## src/hw/rtl/tfn_pkg.sv

```systemverilog
// shared types, constants and functions for the triangle face normal unit
`timescale 1ns / 1ps
package tfn_pkg;
  localparam int CoordW = 24;
  localparam int NormW  = 16;
  localparam int CrossW = 51;
  localparam int MagW   = 50;
  localparam int NormW_ = 30;
  localparam int SqW    = 62;
  localparam int RootW  = 31;
  localparam int QuotW  = 15;
  localparam int QueueDepth = 4;

  typedef struct packed {
    logic signed [CoordW-1:0] first_x, first_y, first_z;
    logic signed [CoordW-1:0] second_x, second_y, second_z;
    logic signed [CoordW-1:0] third_x, third_y, third_z;
  } tri_t;

  typedef struct packed {
    logic signed [NormW-1:0] norm_x, norm_y, norm_z;
    logic degenerate;
  } norm_t;

  // front result: largest magnitude scaled into [2^29, 2^30), signs, degenerate
  typedef struct packed {
    logic [2:0][NormW_-1:0] mag;
    logic [2:0]             neg;
    logic                   degenerate;
  } job_t;

  function automatic logic [5:0] bit_len(input logic [MagW-1:0] v);
    logic [5:0] n;
    n = '0;
    for (int i = 0; i < MagW; i++)
      if (v[i]) n = 6'(i + 1);
    return n;
  endfunction
endpackage

```

## src/hw/rtl/tfn_queue.sv

```systemverilog
// small fifo between front and back
`timescale 1ns / 1ps
module tfn_queue #(
  parameter int Depth = tfn_pkg::QueueDepth
) (
  input  logic          clk,
  input  logic          rst,
  input  logic          push,
  input  tfn_pkg::job_t push_data,
  input  logic          pop,
  output logic          not_empty,
  output tfn_pkg::job_t pop_data,
  output logic [$clog2(Depth+1)-1:0] count
);
  import tfn_pkg::*;
  localparam int AW = $clog2(Depth);
  job_t mem [Depth];
  logic [AW-1:0] wp, rp;

  assign not_empty = count != '0;
  assign pop_data = mem[rp];

  always_ff @(posedge clk) begin
    if (push) mem[wp] <= push_data;
  end

  always_ff @(posedge clk) begin
    if (rst) begin
      wp <= '0;
      rp <= '0;
      count <= '0;
    end else begin
      if (push) wp <= (wp == AW'(Depth-1)) ? '0 : wp + 1'b1;
      if (pop) rp <= (rp == AW'(Depth-1)) ? '0 : rp + 1'b1;
      count <= count + (push ? 1'b1 : 1'b0) - (pop ? 1'b1 : 1'b0);
    end
  end
endmodule

```

## config.mk

```make
export PLATFORM = sky130hd
export DESIGN_NAME = tfn_queue
export DESIGN_NICKNAME = d
export VERILOG_FILES = /design/src/hw/rtl/tfn_pkg.sv /design/src/hw/rtl/tfn_queue.sv
export SDC_FILE = /design/constraint.sdc
export NUM_CORES = 1
export LEC_CHECK = 0
export ABC_AREA = 1
export BUFFER_PORTS_ARGS = -buffer_cell sky130_fd_sc_hd__buf_2
export CAP_MARGIN = 10
export CORE_MARGIN = 1
export CORE_UTILIZATION = 50
export CTS_CLUSTER_DIAMETER = 200
export CTS_CLUSTER_SIZE = 30
export DETAILED_ROUTE_END_ITERATION = 6
export GPL_TIMING_DRIVEN = 0
export PLACE_DENSITY = 0.7
export SETUP_SLACK_MARGIN = 0.3
export SYNTH_ARGS = -nofsm -noshare
export SYNTH_HDL_FRONTEND = slang
export SYNTH_SLANG_ARGS = --single-unit
```

## constraint.sdc

```tcl
create_clock -name clk -period 4.4 [get_ports clk]
set_clock_uncertainty 0.2 [all_clocks]
set_input_delay 0.22 -clock clk [delete_from_list [all_inputs] [get_ports clk]]
set_output_delay 0.22 -clock clk [all_outputs]
set_load 0.05 [all_outputs]
```

# Word level (Yosys, flattened, before mapping)
# Memory sizes are Yosys's and may differ from the RTL's. A register that Yosys moved wholly into a read port is not among the register bits.
# Index checks and enable logic that the tools add are counted.
word_totals:
  regBits: 7
  ram_bits: 376
  inputBits: 98
  elab_cells: 19
  memories: 1
op_classes:
  add_sub_neg: 4
  n_eq_ne: 2
  muxes: 8
  n_reduce_logical: 1
memory_table:
  columns: ["name", "words", "width", "rd", "rd_clocked_by_memory_dff", "write_ports", "line_no", "rtl"]
  rows:
  - ["mem", 4, 94, 1, 1, 1, "tfn_queue.sv:17", "job_t mem [Depth];"]
ops:
  columns: ["cell", "count"]
  rows:
  - ["2-bit two-way mux", 4]
  - ["2-bit by 1-bit adder with 2-bit output (second input constant)", 2]
  - ["2-bit equality test (second input constant)", 2]
  - ["1-bit two-way mux", 4]
  - ["3-bit by 1-bit adder with 3-bit output", 1]
  - ["3-bit nonzero test", 1]
  - ["3-bit by 1-bit subtractor with 3-bit output", 1]

# Logic depth before layout (Yosys ltp)
# Gate-level depths: netlist of the first run.
depth:
  word_depth: 4
  mapped_depth: 9

# Least setup slack after synthesis of the first run
# OpenSTA, ideal clock, no wires.
synth_path:
  kind: "register -> register"
  from: "register wp[0]"
  to: "memory mem[2][0] (netlist bit), enable pin"
  setup_ns: 0.448
  arrival_time_ns: 2.398
  setup_slack_ns: 1.354
  stages_incl_launch_ff: 5
  n_path_buf: 0
  period_less_slack_ns: 3.046
  path_cell_list: "dfxtp_1 inv_1 ha_1 nand2_1 inv_1"
synth_rtl:
  columns: ["element", "line_no", "rtl"]
  rows:
  - ["start: declaration", "tfn_queue.sv:18", "logic [AW-1:0] wp, rp;"]
  - ["start signal: assignment", "tfn_queue.sv:33", "if (push) wp <= (wp == AW'(Depth-1)) ? '0 : wp + 1'b1;"]
  - ["end: declaration", "tfn_queue.sv:17", null]
# Straight into the memory's write port.

==> metrics.yaml, run 1 <==
run_status:
  outcome: "finished clean"
grt:
  global_route.overflow_total: 0
  grt_use_total_pct: 20.41
  via_count_of_the_first_global_routing_pass: 9190
  grt_max_degree: 59
  first_pass_grt_wire_length_mm: 48.53
  grt_antenna_before_repair: 4
hold_path:
  min_to: "mem[0][11]"
  timing.hold.worst.class: "input pin to register"
  hold-path-cell-count: 2
  timing.hold.worst.start: "push_data[11]"
cells_and_area:
  most-common-layout-cells: "edfxtp_1 (376), buf_2 (214), inv_1 (199)"
  post-route-cell-area_um2: 18310
  finish.cell_count_without_fillers: 1868
  finish.net_count: 1576
  post_route_cells_drive_above_1_share_pct: 19.00
  mostFrequentLayoutCell: "edfxtp_1"
  final_core_utilization_pct: 61.29
  fillers: 2306
  area_growth_pct: 19.77
yosys:
  synthesis.area_per_instance_um2: 13.24
  yosys_register_bits: 385
  yosys_warnings: 0
  synth_seq_area_share_pct: 75.03
  syn_inst: 1155
  area_of_the_mapped_netlist_um2: 15290
  synthesized_net_count: 1261
  yosys.cell_types.count: 19
place:
  globalplace.congestion: 0.7394
  dp_cells: 1744
  post_dp_cell_area_um2: 16870
  io_buffer_count: 195
  dp.final_hpwl_mm: 19.49
setup_path:
  rr_endpoint: "mem[2][55]"
  critPathArrivalTime_ns: 2.07
  critical-path-max-stage-delay_ns: 0.35
  crit_path_max_fanout: 10
  timing.critical_path.max_delay_family: "buffers and inverters"
  endpoint_kind: "output pin"
  timing.critical_path.slowest_stage_cell: "dfxtp_1"
  timing.critical_path.cells: "buf_6 > buf_6 > buf_2 > o211ai_1 > nand2_1 > buf_2"
  r2r_start: "wp[0]"
  startpoint_type: "register"
  criticalPathCategory: "register to output pin"
  r2r_slack_ns: 2.25
  critical_path.n_buffers_inverters: 4
  worst_r2r_path_cells: 5
  critical_path_required_ns: 3.98
cts:
  tritoncts_clock_tree: "yes"
  ctsLongestPathBuffers: 3
  insertion_delay_ns: 0.51
  post_cts.resized_instances: 0
  tritoncts_sinks: 385
  cts.clk_slew.worst_paths_ns: 0.11
  cts_h_tree_depth: 1
  numCtsBuffers: 16
  clock-root-buffer: "clkbuf_16"
floorplan:
  design.portCount: 196
  fp.coreArea_um2: 29870
  die-area_um2: 31280
  std_cell_rows: 63
  die-height_um: 176.9
  start_util_pct: 51.17
  die_width_um: 176.9
detailed_routing:
  drtPass1Iterations: 5
  route.final.wire_length_mm: 32.00
  post_drt_wl_per_cell_um: 17.13
  final_antenna_net_count: 0
  first_iter_violations: 625
  via_per_inst: 5.069
  num_vias: 9469
  drcViolationCount: 0
pwr:
  p_leak_nw: 7.230
  power.density_cell_area_nw_per_um2: 401.5
  peakVddDrop_mv: 0.3180
sta:
  setup_tns_final_ns: 0
  period_share_pct: 56.66
  finalHoldViolations: 0
  fmax_mhz: 401.1
  worstMarginPinSlew_ns: 0.7675
  layout_min_cycle_time_ns: 2.493
  rsz0062_at_grt: "no"
  slew_violations: 0
  maxSlewHeadroom_pct: 48.83
  setup_viol: 0
run:
  max_cap_violations: 0
## what timing repair did
action / CTS / global route
setup buffers: 0 / 0
setup endpoints to repair: 0 / 0
endpoints found under the hold margin: 385 / 0
hold buffers: 98 / 0
## cells in the mapped netlist (all sizes together)
library cell	number	share of area, %
edfxtp	376	74
dfxtp	9	1.2
fa	1	0.13
inv	203	5.0
nand2	197	4.8
nor2	9	0.22
o21ai	97	3.2
nand3	2	0.065
o211ai	94	4.6
a21oi	97	3.2
clkbuf	8	0.24
buf	55	2.9
ha	7	0.57
## power by group
part           leakage (nW)  internal [mW]  total (mW)  switching, mW
logic                  3.49          0.376        1.40           1.02
registers              3.53           4.19        4.23         0.0392
clock network         0.214          0.715        1.72           1.01
total                  7.23           5.28        7.35           2.07
## per-layer routing
| metal | vias up | track usage [%] | share of wire (%) | routed length (um) |
|---|---|---|---|---|
| li1 | 4624 | - | - | - |
| met1 | 4518 | 27.38 | 42 | 13340 |
| met2 | 286 | 35.26 | 50 | 16040 |
| met3 | 41 | 2.985 | 6.4 | 2052 |
| met4 | 0 | 4.562 | 1.8 | 561 |
| met5 | - | 0 | 0 | 0 |
## sequential cells by signal, summed over array words and instances (netlist names), named ones only
register	cells
wp	2
count	3
mem	376
rp	2
## worst max-delay path by stage
| stage | from | to | cells after the start |
|---|---|---|---|
| after floorplan | wp[0] | mem[2][0] | 4 |
| after global routing | register | pop_data[39] | 6 |
| final | register | pop_data[39] | 6 |
| after global placement | wp[0] | mem[3][54] | 3 |
| after CTS | register | pop_data[39] | 6 |
| after detailed placement | wp[0] | mem[2][54] | 5 |
## worst register-to-register path: stages, from the launching register on
cell     delay (ns)
dfxtp_1        0.35
inv_1          0.11
ha_1           0.15
nand2_1        0.08
inv_4          0.55
buf_16         0.34
## through the flow
step	worst slack, ns	total power, mW	hold slack, ns
6_report	1.907	7.352	0.2519
5_1_grt	1.842	7.619	0.2419
4_1_cts	1.921	7.393	0.2331
3_5_place_dp	2.236	5.654	0.2343
3_3_place_gp	-0.1239	5.639	0.2286
2_1_floorplan	1.354	5.253	0.08669
## layout make-up
cell class                      instances  area, um2  share of cell area, %
Sequential cell                       385      11470                  62.64
Multi-Input combinational cell        504       2571                  14.04
Timing Repair Buffer                  297       2067                  11.29
Inverter                              203      772.0                  4.216
Tap cell                              390      488.0                  2.665
Buffer                                 63      484.2                  2.644
Clock buffer                           21      440.4                  2.405
Antenna cell                            4      10.01                0.05466
Clock inverter                          1      7.507                0.04100
## logic make-up after synthesis
| kind of cell | share of synthesized area, % |
|---|---|
| AOI/OAI and AO/OA | 10.99 |
| and+or+nand+nor | 5.123 |
| adders and majority gates | 0.7038 |
| DFF | 75.03 |
| buffers and inverters | 8.151 |
Power figures use the tool's default switching activity.
==> run 2, diff against run 1 <==
==> constraint.sdc (replaced) <==
create_clock -name clk -period 2.3 [get_ports clk]
set_clock_uncertainty 0.2 [all_clocks]
set_input_delay 0.115 -clock clk [delete_from_list [all_inputs] [get_ports clk]]
set_output_delay 0.115 -clock clk [all_outputs]
set_load 0.05 [all_outputs]
==> metrics.yaml, run 2 (synthesis gave the netlist of run 1 again) <==
run_status:
  outcome: "finished clean"
detailed_routing:
  drcViolationCount: 0  # unchanged
  first_iter_violations: 694  # +11%
  post_drt_wl_per_cell_um: 18.52  # +8.1%
  drtPass1Iterations: 4  # -1
  route.final.wire_length_mm: 34.83  # +8.9%
  num_vias: 9710  # +2.5%
  final_antenna_net_count: 0  # unchanged
  via_per_inst: 5.162  # +1.8%
cells_and_area:
  largest-register: "mem"
  biggestRegsByFlops: "mem (376), count (3)"
  area_growth_pct: 28.44
  post_route_cells_drive_above_1_share_pct: 23.91  # +4.9 points
  finish.net_count: 1595  # +1.2%
  final_core_utilization_pct: 65.73  # +4.4 points
  largest_register_ff_count: 376  # unchanged
  most-common-layout-cells: "edfxtp_1 (376), inv_1 (197), nand2_1 (193)"
  mostFrequentLayoutCell: "edfxtp_1"
  post-route-cell-area_um2: 19640  # +7.2%
cts:
  numCtsBuffers: 16  # unchanged
  ctsLongestPathBuffers: 3  # unchanged
  cts.clk_slew.worst_paths_ns: 0.10  # about the same
  tritoncts_sinks: 385  # unchanged
  cts_h_tree_depth: 1  # unchanged
  insertion_delay_ns: 0.50  # about the same
  clock-root-buffer: "clkbuf_16"
  tritoncts_clock_tree: "yes"
run:
  max_cap_violations: 0  # unchanged
setup_path:
  criticalPathCategory: "register to output pin"
  crit_path_max_fanout: 10  # unchanged
  startpoint_type: "register"
  critPathArrivalTime_ns: 1.84  # -0.23 ns
  timing.critical_path.slowest_stage_cell: "dfxtp_2"
  cpMostUsedCell: "buf_12"
  timing.critical_path.cells: "buf_12 > clkbuf_16 > buf_12 > a21oi_1 > o21ai_1 > nand2_1 > buf_6"
  endpoint_kind: "output pin"
  critical-path-max-stage-delay_ns: 0.36  # about the same
  critical_path_required_ns: 1.99  # -1.99 ns
floorplan:
  start_util_pct: 51.17  # unchanged
  design.portCount: 196  # unchanged
  die_width_um: 176.9  # unchanged
  die-area_um2: 31280  # unchanged
  fp.coreArea_um2: 29870  # unchanged
  std_cell_rows: 63  # unchanged
  die-height_um: 176.9  # unchanged
place:
  dp.final_hpwl_mm: 20.11  # +3.2%
  globalplace.congestion: 0.7818  # +5.7%
  post_dp_cell_area_um2: 16950  # +0.44%
  io_buffer_count: 195  # unchanged
sta:
  finalHoldViolations: 0  # unchanged
  rsz0062_at_grt: "yes"
  setup_viol: 0  # unchanged
  slew_violations: 0  # unchanged
  setup_tns_final_ns: 0  # unchanged
  fmax_mhz: 465.0
  layout_min_cycle_time_ns: 2.151
  worstMarginPinSlew_ns: 0.7478  # -0.01968 ns
  period_share_pct: 93.51
  maxSlewHeadroom_pct: 49.87  # +1.0 points
grt:
  via_count_of_the_first_global_routing_pass: 9654  # +5.0%
  first_pass_grt_wire_length_mm: 52.26  # +7.7%
  global_route.overflow_total: 0  # unchanged
  grt_max_degree: 36  # -39%
  grt_use_total_pct: 21.91  # +1.5 points
  grt_antenna_before_repair: 2  # -2
pwr:
  p_leak_nw: 7.631  # +5.5%
  peakVddDrop_mv: 0.6524  # +110%
  power.density_cell_area_nw_per_um2: 747.8  # +86%
  report.power.total_mw: 14.68  # +100%
hold_path:
  timing.hold.worst.class: "input pin to register"
==> run 2: changes by cell type in the layout (fill, tap and decap cells not counted), moves of 16 or more <==
| cell | change |
|---|---|
| o21ai_1 | +23 |
| buf_6 | +78 |
| buf_2 | -110 |
| o21ai_0 | -24 |
| buf_12 | +19 |
| a21oi_1 | -38 |
| buf_8 | +16 |
| a21oi_2 | +36 |
==> run 2: through the flow <==
step | std cells | setup slack, ns | hold WS, ns
2_1_floorplan | 1155 | -0.2755 | -0.02117
3_3_place_gp | 1740 | -1.470 | 0.1194
3_5_place_dp | 1748 | -0.1690 | 0.1236
4_1_cts | 1876 | 0.07645 | 0.04678
5_1_grt | 1880 | 0.04951 | 0.08790
6_report | 1881 | 0.1494 | 0.05716
==> run 2: worst max-delay path, delay by kind of cell, from the launching register on <==
family,cells,cell delay (ns)
simple gates,1,0.11
flops,1,0.36
compound gates,2,0.21
buf+inv,4,0.65
==> run 2: area by class of cell <==
type	instances	area, um2
antenna	2	5.005
sequential	385	11480
clock buffer	17	425.4
fill	2153	10240
buffer	63	830.8
multi-input combinational	504	2748
timing repair inverter	4	27.53
clock inverter	1	7.507
tap	390	488.0
inverter	203	777.0
timing repair buffer	312	2850
==> run 2: per-layer routing <==
layer / part of all wire, % / global-route usage, % / wire, um / vias to the layer above
met3: 5.7 / 3.608 / 1974 / 34
met5: 0 / 0 / 0 / -
li1: - / - / - / 4666
met1: 42 / 28.88 / 14730 / 4729
met4: 1.8 / 4.777 / 637 / 0
met2: 50 / 38.17 / 17490 / 281
==> run 2: repair_timing <==
action                     CTS  global route
setup endpoints to repair  446           214
gates cloned                 6             3
pin swaps                   28            12
gates resized for setup    256           107
hold endpoints to repair   385             0
hold buffers                98             0
setup buffers                6             0
==> run 2: worst paths after layout <==
| kind | endpoint | from | slack [ns] | cells past startpoint |
|---|---|---|---|---|
| setup / recovery | pop_data[76] | register | 0.15 | 7 |
| hold / removal | count[1] | push | 0.06 | 5 |
| setup reg to reg | mem[2][7] | wp[0] | 0.29 | 4 |
| hold reg to reg | wp[1] | wp[1] | 0.30 | 2 |
==> run 2: report_power, final <==
part	internal, mW	total [mW]	switching, mW
logic	1.18	3.29	2.11
registers	8.02	8.10	0.0789
clock network	1.34	3.30	1.95
total	10.5	14.7	4.14
==> run 3, diff against run 2 <==
--- a/config.mk
+++ b/config.mk
@@ -9,12 +9,12 @@
 export BUFFER_PORTS_ARGS = -buffer_cell sky130_fd_sc_hd__buf_2
 export CAP_MARGIN = 10
 export CORE_MARGIN = 1
-export CORE_UTILIZATION = 50
+export CORE_UTILIZATION = 53
 export CTS_CLUSTER_DIAMETER = 200
 export CTS_CLUSTER_SIZE = 30
 export DETAILED_ROUTE_END_ITERATION = 6
 export GPL_TIMING_DRIVEN = 0
-export PLACE_DENSITY = 0.7
+export PLACE_DENSITY = 0.74
 export SETUP_SLACK_MARGIN = 0.3
 export SYNTH_ARGS = -nofsm -noshare
 export SYNTH_HDL_FRONTEND = slang
==> metrics.yaml, run 3 (synthesis gave the netlist of run 1 again) <==
floorplan:
  design.portCount: 196  # unchanged
  die-height_um: 171.8  # -2.8%
  die_width_um: 171.8  # -2.8%
  fp.coreArea_um2: 28090  # -6.0%
  std_cell_rows: 61  # -3.2%
  start_util_pct: 54.43  # +3.3 points
  die-area_um2: 29530  # -5.6%
sta:
  layout_min_cycle_time_ns: 2.168  # +0.01722 ns
  period_share_pct: 94.25  # +0.75 points
  slew_violations: 0  # unchanged
  fmax_mhz: 461.3  # -0.79%
  worstMarginPinSlew_ns: 0.7989  # +0.05107 ns
  maxSlewHeadroom_pct: 46.45  # -3.4 points
  finalHoldViolations: 0  # unchanged
  rsz0062_at_grt: "yes"
  setup_viol: 0  # unchanged
cts:
  ctsLongestPathBuffers: 3  # unchanged
  numCtsBuffers: 16  # unchanged
  tritoncts_sinks: 385  # unchanged
  insertion_delay_ns: 0.50  # about the same
  clock-root-buffer: "clkbuf_16"
  tritoncts_clock_tree: "yes"
  cts_h_tree_depth: 1  # unchanged
  cts.clk_slew.worst_paths_ns: 0.10  # about the same
cells_and_area:
  mostFrequentLayoutCell: "edfxtp_1"
  regArea_um2: 11480  # about the same
  largest-register: "mem"
  most-common-layout-cells: "edfxtp_1 (376), inv_1 (197), nand2_1 (193)"
  finish.net_count: 1590  # -0.31%
  fillers: 1925  # -11%
  biggestRegsByFlops: "mem (376), count (3)"
  multi_input_area_um2: 2669  # -2.9%
  area_growth_pct: 25.95
  post_route_cells_drive_above_1_share_pct: 22.43  # -1.5 points
  finish.cell_count_without_fillers: 1868  # -0.69%
  largest_register_ff_count: 376  # unchanged
  final_core_utilization_pct: 68.56  # +2.8 points
place:
  dp_cells: 1737  # -0.63%
  globalplace.congestion: 0.7456  # -4.6%
  io_buffer_count: 195  # unchanged
  dp.final_hpwl_mm: 20.37  # +1.3%
detailed_routing:
  drtPass1Iterations: 5  # +1
  final_antenna_net_count: 0  # unchanged
  route.final.wire_length_mm: 33.97  # -2.5%
  via_per_inst: 5.209  # +0.91%
  post_drt_wl_per_cell_um: 18.18  # -1.8%
  drcViolationCount: 0  # unchanged
  num_vias: 9731  # +0.22%
  first_iter_violations: 856  # +23%
grt:
  grt_use_total_pct: 22.62  # +0.71 points
  first_pass_grt_wire_length_mm: 50.57  # -3.2%
  via_count_of_the_first_global_routing_pass: 9667  # +0.13%
  global_route.overflow_total: 0  # unchanged
  grt_max_degree: 37  # +2.8%
  grt_antenna_before_repair: 1  # -1
setup_path:
  timing.critical_path.cells: "buf_12 > buf_12 > buf_8 > a21oi_1 > o21ai_1 > nand2_1 > buf_4"
  criticalPathCategory: "register to output pin"
  critical_path_required_ns: 1.99  # about the same
  cpMostUsedCell: "buf_12"
  startpoint_type: "register"
  crit_path_max_fanout: 10  # unchanged
  endpoint_kind: "output pin"
  timing.critical_path.slowest_stage_cell: "dfxtp_2"
  critPathArrivalTime_ns: 1.85  # about the same
  critical-path-max-stage-delay_ns: 0.35  # about the same
run:
  max_cap_violations: 0  # unchanged
pwr:
  peakVddDrop_mv: 0.5836  # -11%
  report.power.total_mw: 14.54  # -0.99%
  p_leak_nw: 7.518  # -1.5%
  power.density_cell_area_nw_per_um2: 755.1  # +0.97%
hold_path:
  timing.hold.worst.class: "input pin to register"
run_status:
  outcome: "finished clean"
## run 3: path summary, 6_finish.rpt
| check | start | to | slack, ns | cells past startpoint |
|---|---|---|---|---|
| worst max-delay path | register | pop_data[63] | 0.13 | 7 |
| worst min-delay path | push_data[34] | mem[3][34] | 0.14 | 2 |
| worst max register to register | wp[0] | mem[0][6] | 0.21 | 4 |
| worst min register to register | rp[0] | register | 0.31 | 2 |
## run 3: per-stage QoR
stage | setup WS (ns) | cell area (um2) | hold WS (ns) | setup TNS, ns
2_1_floorplan | -0.2755 | 15320 | -0.02117 | -102.84
3_3_place_gp | -1.468 | 16770 | 0.1181 | -527.19
3_5_place_dp | -0.1237 | 16950 | 0.1295 | -4.005
4_1_cts | 0.09142 | 18750 | 0.1238 | 0
5_1_grt | 0.03555 | 19260 | 0.1435 | 0
6_report | 0.1322 | 19260 | 0.1440 | 0
## run 3: final cells by class
cell class              instances  share of cell area [%]
repair buffers                308                   13.85
well taps                     378                   2.456
plain buffers                  63                   3.769
clock inverters                 1                 0.03899
diodes                          1                 0.01300
clock buffers                  22                   2.307
inverters                     203                   4.035
flip-flops and latches        385                   59.60
multi-input cells             504                   13.86
repair inverters                3                 0.07797
## run 3: report_power, final
part | total (mW) | switching [mW] | internal, mW | leakage, nW
Clock | 3.30 | 1.93 | 1.37 | 0.216
Combinational | 3.13 | 2.06 | 1.07 | 3.77
Sequential | 8.10 | 0.0806 | 8.02 | 3.53
## run 3: critical path: cells and delay by family, from the launching register on
family	cells	cell delay (ns)
compound gates	2	0.24
buf+inv	4	0.66
flops	1	0.35
simple gates	1	0.09
## run 3: timing repair
action                     CTS  global route
hold buffers                97             0
buffers inserted             1             4
hold endpoints to repair   386             0
resized for setup          120           175
cloned                       2             3
pin swaps                    2            15
setup endpoints to repair  300           247
## run 3: layer usage
| metal | track usage (%) | vias to the layer above | routed length [um] |
|---|---|---|---|
| met3 | 4.004 | 42 | 2340 |
| met2 | 40.03 | 329 | 17250 |
| met1 | 29.08 | 4702 | 13820 |
| met4 | 5.079 | 0 | 553 |
| met5 | 0 | - | 0 |
| li1 | - | 4658 | - |
